`src/hw/rtl/nac_pkg.sv`:
```
// Shared types and constants for the neighbor address cache.
package nac_pkg;

    localparam int CACHE_ENTRIES_DEF = 16;
    localparam int ADDR_W            = 64;
    localparam int MAC_W             = 48;
    localparam int SLOT_W            = 4;
    localparam int OUTCOME_W         = 2;

    // Result code for the kind of write an insert performed.
    typedef enum logic [OUTCOME_W-1:0] {
        OUT_NONE   = 2'd0,
        OUT_UPDATE = 2'd1,
        OUT_FILL   = 2'd2,
        OUT_EVICT  = 2'd3
    } t_outcome;

    // Controller states.
    typedef enum logic [1:0] {
        ST_IDLE,
        ST_SCAN,
        ST_WRITE,
        ST_RESULT
    } t_state;

    // One stored entry.
    typedef struct packed {
        logic [ADDR_W-1:0] addr_high;
        logic [ADDR_W-1:0] addr_low;
        logic [MAC_W-1:0]  mac;
    } t_entry;

    // Commands from the controller to the datapath.
    typedef struct packed {
        logic in_ready;
        logic write;
        logic out_load;
    } t_cmd;

    // Status from the datapath to the controller.
    typedef struct packed {
        logic accept;
        logic scan_done;
        logic is_insert;
        logic out_busy;
    } t_status;

endpackage

```
`src/hw/rtl/nac_ifs.sv`:
```
// Handshake channel interfaces for request and result items.
interface nac_in_if;
    logic                       valid;
    logic                       ready;
    logic                       action;
    logic [nac_pkg::ADDR_W-1:0] addr_high;
    logic [nac_pkg::ADDR_W-1:0] addr_low;
    logic [nac_pkg::MAC_W-1:0]  mac_in;

    modport source (output valid, action, addr_high, addr_low, mac_in, input ready);
    modport sink   (input valid, action, addr_high, addr_low, mac_in, output ready);
endinterface

interface nac_out_if;
    logic                          valid;
    logic                          ready;
    logic                          found;
    logic [nac_pkg::MAC_W-1:0]     mac_out;
    logic [nac_pkg::SLOT_W-1:0]    slot;
    logic [nac_pkg::OUTCOME_W-1:0] insert_outcome;

    modport source (output valid, found, mac_out, slot, insert_outcome, input ready);
    modport sink   (input valid, found, mac_out, slot, insert_outcome, output ready);
endinterface

```
`src/hw/rtl/nac_ctrl.sv`:
```
// Controller state machine that sequences scan, write and result delivery.
module nac_ctrl (
    input  logic             i_clk,
    input  logic             i_rst_n,
    input  nac_pkg::t_status i_sts,
    output nac_pkg::t_cmd    o_cmd
);
    import nac_pkg::*;

    t_state r_state;
    t_state n_state;

    // State register.
    always_ff @(posedge i_clk) begin
        if (!i_rst_n) begin
            r_state <= ST_IDLE;
        end else begin
            r_state <= n_state;
        end
    end

    // Next state.
    always_comb begin
        n_state = r_state;
        case (r_state)
            ST_IDLE: begin
                if (i_sts.accept) begin
                    n_state = ST_SCAN;
                end
            end
            ST_SCAN: begin
                if (i_sts.scan_done) begin
                    n_state = i_sts.is_insert ? ST_WRITE : ST_RESULT;
                end
            end
            ST_WRITE: begin
                n_state = ST_RESULT;
            end
            ST_RESULT: begin
                if (!i_sts.out_busy) begin
                    n_state = ST_IDLE;
                end
            end
            default: begin
                n_state = ST_IDLE;
            end
        endcase
    end

    // Commands to the datapath.
    always_comb begin
        o_cmd = '0;
        case (r_state)
            ST_IDLE: begin
                o_cmd.in_ready = 1'b1;
            end
            ST_SCAN: begin
                o_cmd = '0;
            end
            ST_WRITE: begin
                o_cmd.write = 1'b1;
            end
            ST_RESULT: begin
                o_cmd.out_load = !i_sts.out_busy;
            end
            default: begin
                o_cmd = '0;
            end
        endcase
    end

endmodule

```
`src/hw/rtl/nac_dpath.sv`:
```
// Datapath: entry memory, valid bits, scan pipeline and result register.
module nac_dpath #(
    parameter int CACHE_ENTRIES = nac_pkg::CACHE_ENTRIES_DEF
) (
    input  logic             i_clk,
    input  logic             i_rst_n,
    input  nac_pkg::t_cmd    i_cmd,
    output nac_pkg::t_status o_sts,
    nac_in_if.sink           i_item,
    nac_out_if.source        o_item
);
    import nac_pkg::*;

    localparam int IW = (CACHE_ENTRIES > 1) ? $clog2(CACHE_ENTRIES) : 1;
    localparam logic [IW-1:0] LAST_IDX = IW'(CACHE_ENTRIES - 1);

    // Entry storage and valid bits.
    t_entry                   r_mem [CACHE_ENTRIES];
    logic [CACHE_ENTRIES-1:0] r_valid;

    // Request held for the length of the item.
    logic              r_action;
    logic [ADDR_W-1:0] r_key_hi;
    logic [ADDR_W-1:0] r_key_lo;
    logic [MAC_W-1:0]  r_key_mac;

    // Scan pipeline: read issue and compare stages.
    logic          r_issue;
    logic [IW-1:0] r_rd_idx;
    logic          r_cmp_vld;
    logic          r_cmp_last;
    logic [IW-1:0] r_cmp_idx;
    t_entry        r_rd_data;

    // Scan results.
    logic             r_hit;
    logic [IW-1:0]    r_hit_idx;
    logic [MAC_W-1:0] r_hit_mac;
    logic             r_free;
    logic [IW-1:0]    r_free_idx;

    // Result register.
    logic              r_out_valid;
    logic              r_found;
    logic [MAC_W-1:0]  r_mac_out;
    logic [SLOT_W-1:0] r_slot;
    t_outcome          r_outcome;

    logic                 w_accept;
    logic                 w_match;
    logic                 w_empty;
    logic [IW-1:0]        w_wr_idx;
    logic [IW-1:0]        w_res_idx;
    logic [IW+SLOT_W-1:0] w_slot_ext;
    t_outcome             w_outcome;

    assign i_item.ready = i_cmd.in_ready;
    assign w_accept     = i_item.valid && i_cmd.in_ready;

    // Compare stage: a valid entry with the same key, or an empty slot.
    assign w_match = r_cmp_vld && r_valid[r_cmp_idx]
                     && (r_rd_data.addr_high == r_key_hi)
                     && (r_rd_data.addr_low == r_key_lo);
    assign w_empty = r_cmp_vld && !r_valid[r_cmp_idx];

    // Insert target and its outcome code.
    always_comb begin
        if (r_hit) begin
            w_wr_idx  = r_hit_idx;
            w_outcome = OUT_UPDATE;
        end else if (r_free) begin
            w_wr_idx  = r_free_idx;
            w_outcome = OUT_FILL;
        end else begin
            w_wr_idx  = '0;
            w_outcome = OUT_EVICT;
        end
    end

    // Reported slot: the written slot on insert, the matching slot on lookup.
    assign w_res_idx  = r_action ? w_wr_idx : (r_hit ? r_hit_idx : '0);
    assign w_slot_ext = {{SLOT_W{1'b0}}, w_res_idx};

    // Request capture.
    always_ff @(posedge i_clk) begin
        if (w_accept) begin
            r_action  <= i_item.action;
            r_key_hi  <= i_item.addr_high;
            r_key_lo  <= i_item.addr_low;
            r_key_mac <= i_item.mac_in;
        end
    end

    // Read issue: one entry per cycle from slot 0 upward.
    always_ff @(posedge i_clk) begin
        if (!i_rst_n) begin
            r_issue    <= 1'b0;
            r_cmp_vld  <= 1'b0;
            r_cmp_last <= 1'b0;
        end else begin
            r_cmp_vld  <= r_issue;
            r_cmp_last <= r_issue && (r_rd_idx == LAST_IDX);
            if (w_accept) begin
                r_issue <= 1'b1;
            end else if (r_issue && (r_rd_idx == LAST_IDX)) begin
                r_issue <= 1'b0;
            end
        end
    end

    always_ff @(posedge i_clk) begin
        if (w_accept) begin
            r_rd_idx <= '0;
        end else if (r_issue) begin
            r_rd_idx <= r_rd_idx + 1'b1;
        end
        r_cmp_idx <= r_rd_idx;
    end

    // Entry memory with one write port and a registered read port.
    always_ff @(posedge i_clk) begin
        if (i_cmd.write) begin
            r_mem[w_wr_idx] <= '{addr_high: r_key_hi, addr_low: r_key_lo, mac: r_key_mac};
        end
        if (r_issue) begin
            r_rd_data <= r_mem[r_rd_idx];
        end
    end

    // Valid bits, cleared at reset.
    always_ff @(posedge i_clk) begin
        if (!i_rst_n) begin
            r_valid <= '0;
        end else if (i_cmd.write) begin
            r_valid[w_wr_idx] <= 1'b1;
        end
    end

    // Keep the lowest matching slot and the lowest empty slot.
    always_ff @(posedge i_clk) begin
        if (w_accept) begin
            r_hit  <= 1'b0;
            r_free <= 1'b0;
        end else begin
            if (w_match && !r_hit) begin
                r_hit     <= 1'b1;
                r_hit_idx <= r_cmp_idx;
                r_hit_mac <= r_rd_data.mac;
            end
            if (w_empty && !r_free) begin
                r_free     <= 1'b1;
                r_free_idx <= r_cmp_idx;
            end
        end
    end

    // Result register: holds one item until the sink takes it.
    always_ff @(posedge i_clk) begin
        if (!i_rst_n) begin
            r_out_valid <= 1'b0;
        end else if (i_cmd.out_load) begin
            r_out_valid <= 1'b1;
        end else if (o_item.ready) begin
            r_out_valid <= 1'b0;
        end
    end

    always_ff @(posedge i_clk) begin
        if (i_cmd.out_load) begin
            r_found   <= !r_action && r_hit;
            r_mac_out <= (!r_action && r_hit) ? r_hit_mac : '0;
            r_slot    <= w_slot_ext[SLOT_W-1:0];
            r_outcome <= r_action ? w_outcome : OUT_NONE;
        end
    end

    assign o_item.valid          = r_out_valid;
    assign o_item.found          = r_found;
    assign o_item.mac_out        = r_mac_out;
    assign o_item.slot           = r_slot;
    assign o_item.insert_outcome = r_outcome;

    // Status to the controller.
    assign o_sts.accept    = w_accept;
    assign o_sts.scan_done = r_cmp_vld && r_cmp_last;
    assign o_sts.is_insert = r_action;
    assign o_sts.out_busy  = r_out_valid && !o_item.ready;

endmodule

```
`src/hw/rtl/neighbor_address_cache.sv`:
```
// Neighbor address cache: a fully associative table mapping IPv6 addresses
// to MAC addresses. Each item is a lookup or an insert and yields one result
// item. The block takes one item at a time: after acceptance it reads the
// entry memory one slot per cycle, through all CACHE_ENTRIES slots; an insert
// then writes its slot, and the result is loaded before the block returns to
// idle. The single read port of the entry memory sets the length of the scan.
// A finished result waits in an output register, and the next item is accepted
// meanwhile; if that result is still waiting when the next one finishes, the
// load stalls until the sink takes it.
// Valid bits clear at reset; no clearing pass is needed.
module neighbor_address_cache #(
    parameter int CACHE_ENTRIES = nac_pkg::CACHE_ENTRIES_DEF
) (
    input  logic      i_clk,
    input  logic      i_rst_n,
    nac_in_if.sink    i_item,
    nac_out_if.source o_item
);
    import nac_pkg::*;

    t_cmd    w_cmd;
    t_status w_sts;

    // Controller.
    nac_ctrl u_ctrl (
        .i_clk   (i_clk),
        .i_rst_n (i_rst_n),
        .i_sts   (w_sts),
        .o_cmd   (w_cmd)
    );

    // Datapath.
    nac_dpath #(
        .CACHE_ENTRIES (CACHE_ENTRIES)
    ) u_dpath (
        .i_clk   (i_clk),
        .i_rst_n (i_rst_n),
        .i_cmd   (w_cmd),
        .o_sts   (w_sts),
        .i_item  (i_item),
        .o_item  (o_item)
    );

    // Only one item is in progress at a time.
    a_one_item: assert property (@(posedge i_clk) disable iff (!i_rst_n)
        w_sts.accept |=> !w_cmd.in_ready)
        else $error("item accepted while another is in progress");

    // The scan never completes while the block is open for a new item or writing an entry.
    a_scan_busy: assert property (@(posedge i_clk) disable iff (!i_rst_n)
        w_sts.scan_done |-> !w_cmd.in_ready && !w_cmd.write)
        else $error("scan completion outside of a scan");

    // A loaded result is presented on the next cycle.
    a_out_shown: assert property (@(posedge i_clk) disable iff (!i_rst_n)
        w_cmd.out_load |=> o_item.valid)
        else $error("loaded result not presented");

endmodule

```
`src/flat_wrapper.sv`:
```
// flat-port wrapper written by rule: the top's interface ports become plain ports
module neighbor_address_cache_flat import nac_pkg::*;
#(
    parameter int CACHE_ENTRIES = nac_pkg::CACHE_ENTRIES_DEF
)
  (i_clk, i_rst_n, i_item_valid, i_item_action, i_item_addr_high, i_item_addr_low, i_item_mac_in, i_item_ready, o_item_valid, o_item_found, o_item_mac_out, o_item_slot, o_item_insert_outcome, o_item_ready);
  nac_in_if i_item_i ();
  nac_out_if o_item_i ();
  input  logic i_clk;
  input  logic i_rst_n;
  input wire logic [$bits(i_item_i.valid)-1:0] i_item_valid;
  input wire logic [$bits(i_item_i.action)-1:0] i_item_action;
  input wire logic [$bits(i_item_i.addr_high)-1:0] i_item_addr_high;
  input wire logic [$bits(i_item_i.addr_low)-1:0] i_item_addr_low;
  input wire logic [$bits(i_item_i.mac_in)-1:0] i_item_mac_in;
  output wire logic [$bits(i_item_i.ready)-1:0] i_item_ready;
  output wire logic [$bits(o_item_i.valid)-1:0] o_item_valid;
  output wire logic [$bits(o_item_i.found)-1:0] o_item_found;
  output wire logic [$bits(o_item_i.mac_out)-1:0] o_item_mac_out;
  output wire logic [$bits(o_item_i.slot)-1:0] o_item_slot;
  output wire logic [$bits(o_item_i.insert_outcome)-1:0] o_item_insert_outcome;
  input wire logic [$bits(o_item_i.ready)-1:0] o_item_ready;
  assign i_item_i.valid = i_item_valid;
  assign i_item_i.action = i_item_action;
  assign i_item_i.addr_high = i_item_addr_high;
  assign i_item_i.addr_low = i_item_addr_low;
  assign i_item_i.mac_in = i_item_mac_in;
  assign i_item_ready = i_item_i.ready;
  assign o_item_valid = o_item_i.valid;
  assign o_item_found = o_item_i.found;
  assign o_item_mac_out = o_item_i.mac_out;
  assign o_item_slot = o_item_i.slot;
  assign o_item_insert_outcome = o_item_i.insert_outcome;
  assign o_item_i.ready = o_item_ready;
  neighbor_address_cache #(.CACHE_ENTRIES(CACHE_ENTRIES)) u_core (.i_clk(i_clk), .i_rst_n(i_rst_n), .i_item(i_item_i), .o_item(o_item_i));
endmodule
```
`config.mk`:
```
export PLATFORM = sky130hd
export DESIGN_NAME = neighbor_address_cache_flat
export DESIGN_NICKNAME = d
export VERILOG_FILES = /design/src/hw/rtl/nac_pkg.sv /design/src/hw/rtl/nac_ifs.sv /design/src/hw/rtl/nac_ctrl.sv /design/src/hw/rtl/nac_dpath.sv /design/src/hw/rtl/neighbor_address_cache.sv /design/src/flat_wrapper.sv
export SDC_FILE = /design/constraint.sdc
export NUM_CORES = 2
export LEC_CHECK = 0
export BUFFER_PORTS_ARGS = -buffer_cell sky130_fd_sc_hd__buf_2
export CORE_MARGIN = 5
export CORE_UTILIZATION = 60
export DETAILED_ROUTE_END_ITERATION = 8
export PLACE_DENSITY = 0.75
export SYNTH_ARGS = -nofsm -noshare
export SYNTH_HDL_FRONTEND = slang
export SYNTH_SLANG_ARGS = --single-unit
export TNS_END_PERCENT = 1
```
`constraint.sdc`:
```
create_clock -name i_clk -period 14.72 [get_ports i_clk]
set_input_delay 2.208 -clock i_clk [delete_from_list [all_inputs] [get_ports i_clk]]
set_output_delay 2.208 -clock i_clk [all_outputs]
set_load 0.01 [all_outputs]
```
==> results_dict.tcl <==
set metrics [dict create \
    htree_levels 5 \
    synthArstFlopShare 0 \
    endpoint_kind "flip-flop" \
    core-area_um2 204200 \
    worstPathMaxFanout 45 \
    slew_headroom -0.01051 \
    path_buf_inv 3 \
    hp-class "reg2reg" \
    synth_top_area_cell "edfxtp_1" \
    worst_pin_slew_ns 1.478 \
    crit_path_start_kind "flip-flop" \
    drive_above_1_share 0.2998 \
    cpPeakStageDelay_ns 1.02 \
    totalWireLength_um 292800 \
    use_met2 0.4462 \
    synthesis.area_per_instance_um2 25.28 \
    critPathTopFamily "buffers and inverters" \
    skew_ns 0.09574 \
    final_core_util 0.6748 \
    vdd_drop_max_mv 0.1961 \
    grt_pass1_wl_um 421200 \
    status "finished, violations left" \
    ctsHoldBuffers 0 \
    die_area_um2 213900 \
    first_pass_iters 8 \
    port_buffers 237 \
    grt-ovfl-total 0 \
    post_drt_wl_per_cell_um 35.48 \
    yosysTopAreaCellShare 0.8018 \
    totalPowerFinal_uw 24410 \
    ys_seq_area_frac 0.8070 \
    synth_common_cells "3280 x edfxtp_1, 863 x mux4_2, 101 x clkbuf_1, 66 x xor2_1, 56 x nor2b_1" \
    ant_nets 0 \
    setup_viol 0 \
    cp.arrival_ns 6.12 \
    setup.worst_path.class "reg2reg" \
    synth_most_common_cell "edfxtp_1" \
    drtIter0Drc 8363 \
    cts_buffers 336 \
    antenna_found_initial 11 \
    required_ns 15.25 \
    cp_slowest_cell "nor2_4" \
    vias 56145 \
    cts_root_buf "clkbuf_16" \
    met3_usage 0.04659 \
    dp_slack_ns 9.251 \
    grt_pass1_vias 58138 \
    start_util 0.6017 \
    synth_seq_cells 3312 \
    cap_violations 1 \
    grt.busiest_layer "met2" \
    dieHeight_um 462.5 \
    setup_tns_ns 0 \
    p_leak_uw 0.04224 \
    syn_nets 5045 \
    violations "capacitance limit, slew limit" \
    final_nets 5505 \
    gp_congestion 0.8047 \
    fin_crit_sh 0.3800 \
    period_needed_ns 5.594 \
    row_count 166 \
    insertion_delay_ns 0.97 \
    clockBufferDepth 4 \
    synth_area_um2 122800 \
    synth_edf_count 3280 \
    cts_setup_buffers 0 \
    setup_ws_ns 9.126 \
    syn-instance-count 4859 \
    fmax_mhz 178.8 \
    yosysWarnings 0 \
    drc 0 \
    rsz0062_at_grt "no" \
    report.final.slew_viol_count 1 \
    timing_hold_violations_final 0 \
    power_density_nw_per_um2 177.2 \
    cts_tree "done" \
    path_common_cell "buf_4" \
    grtUsageMet1 0.3898 \
    ys_top_cells_by_area "edfxtp_1 80%, mux4_2 16%, dfxtp_1 0.52%" \
    clkSinkCount 3312 \
    die_w_um 462.5 \
    dpl.hpwl_um 138700 \
    ys.flop_type "edfxtp_1" \
    path_cells "nor2b_1 -> a22oi_1 -> nand3_1 -> nor2_4 -> buf_4 -> buf_4 -> buf_4" \
    area_growth_pct 12.16 \
    routed_via_density 6.803 \
    cts_resized 0 \
    track_usage 0.2753 \
    grt_max_degree 164 \
    clk_pin_slew_ns 0.07 \
    num_io_pins 238 \
    synth.distinct_cells 42 \
]
worst paths after layout:
path,start,endpoint,slack [ns],depth (start not counted)
worst max-delay path,u_core.u_dpath.r_hit,u_core.u_dpath.r_mem[10][131],9.13,7
worst min-delay path,u_core.u_dpath.r_rd_data[46],u_core.u_dpath.r_hit_mac[46],0.41,0
worst max register to register,u_core.u_dpath.r_hit,u_core.u_dpath.r_mem[10][131],9.13,7
worst min register to register,u_core.u_dpath.r_rd_data[46],u_core.u_dpath.r_hit_mac[46],0.41,0
metal layers:
metal,wire length [µm],share of wire
met5,39,0.00013
met4,10950,0.037
met2,146000,0.50
met3,28200,0.096
met1,107600,0.37
cell type report:
class / count / area [µm²]
flip-flops and latches: 3312 / 99150
clock buffers: 415 / 8916
repair buffers: 336 / 2105
well taps: 2688 / 3363
fillers: 11794 / 66400
diodes: 1 / 2.502
inverters: 40 / 157.7
multi-input cells: 1293 / 22590
clock inverters: 168 / 1483
cell usage in the layout, fill, tap and decap left out, drive strengths merged, types with 2 or more instances in the layout:
| cell type | instances |
|---|---|
| edfxtp | 3280 |
| clkinvlp | 18 |
| a21oi | 28 |
| a22oi | 6 |
| o21ai | 8 |
| nor2b | 56 |
| mux4 | 863 |
| nor4 | 18 |
| a31oi | 2 |
| nor2 | 24 |
| and2 | 48 |
| xnor2 | 21 |
| nand4 | 12 |
| nor3 | 6 |
| dfxtp | 32 |
| o2111a | 2 |
| a211oi | 22 |
| clkinv | 120 |
| a2111oi | 10 |
| ha | 5 |
| nand2b | 9 |
| a22o | 3 |
| o21a | 17 |
| xor2 | 66 |
| mux2i | 23 |
| or4 | 3 |
| o22ai | 9 |
| o221ai | 3 |
| buf | 336 |
| a222oi | 2 |
| bufinv | 26 |
| nand3 | 7 |
| nand2 | 14 |
| inv | 44 |
| clkbuf | 415 |
flip-flops by register name, summed over array words and instances, names as in the netlist, 2 cells and up:
name	flops
u_core.u_ctrl.r_state	2
u_core.u_dpath.o_item.insert_outcome	2
u_core.u_dpath.o_item.mac_out	48
u_core.u_dpath.o_item.slot	4
u_core.u_dpath.r_cmp_idx	4
u_core.u_dpath.r_free_idx	4
u_core.u_dpath.r_hit_idx	4
u_core.u_dpath.r_hit_mac	48
u_core.u_dpath.r_key_hi	64
u_core.u_dpath.r_key_lo	64
u_core.u_dpath.r_key_mac	48
u_core.u_dpath.r_mem	2816
u_core.u_dpath.r_rd_data	176
u_core.u_dpath.r_rd_idx	4
u_core.u_dpath.r_valid	16
worst reg2reg max path, stage by stage, from the launching register on:
cell and delay, ns:
dfxtp_1 0.79, nor2b_1 0.24, a22oi_1 0.33, nand3_1 0.38
nor2_4 1.02, buf_4 0.76, buf_4 0.78, buf_4 0.85
power breakdown:
group / switching (µW) / internal [µW]
combinational: 2080 / 2000
sequential: 706 / 11400
clock: 3450 / 4740
total: 6240 / 18200
per-stage QoR:
stage / area (µm²) / cells / hold WS (ns)
6_report: 137800 / 8253 / 0.4091
5_1_grt: 137800 / 8252 / 0.4213
4_1_cts: 137800 / 8252 / 0.4117
3_5_place_dp: 127400 / 7669 / 0.4057
3_3_place_gp: 127400 / 7669 / 0.4002
2_1_floorplan: 122800 / 4859 / 0.3258
cells by family (layout without fill, tap and decap cells):
family / after synthesis / count (layout) / synth area share
buffers and inverters: 254 / 959 / 0.01032
other: 0 / 1 / 0
AND/OR/NAND/NOR: 199 / 199 / 0.009289
adder cells (fa/ha/maj): 5 / 5 / 0.0005093
multiplexers: 886 / 886 / 0.1601
XOR/XNOR: 87 / 87 / 0.006203
AO/OA/AOI/OAI: 116 / 116 / 0.006549
flip-flops: 3312 / 3312 / 0.8070
Note: power is estimated with default switching activity, not from simulation.
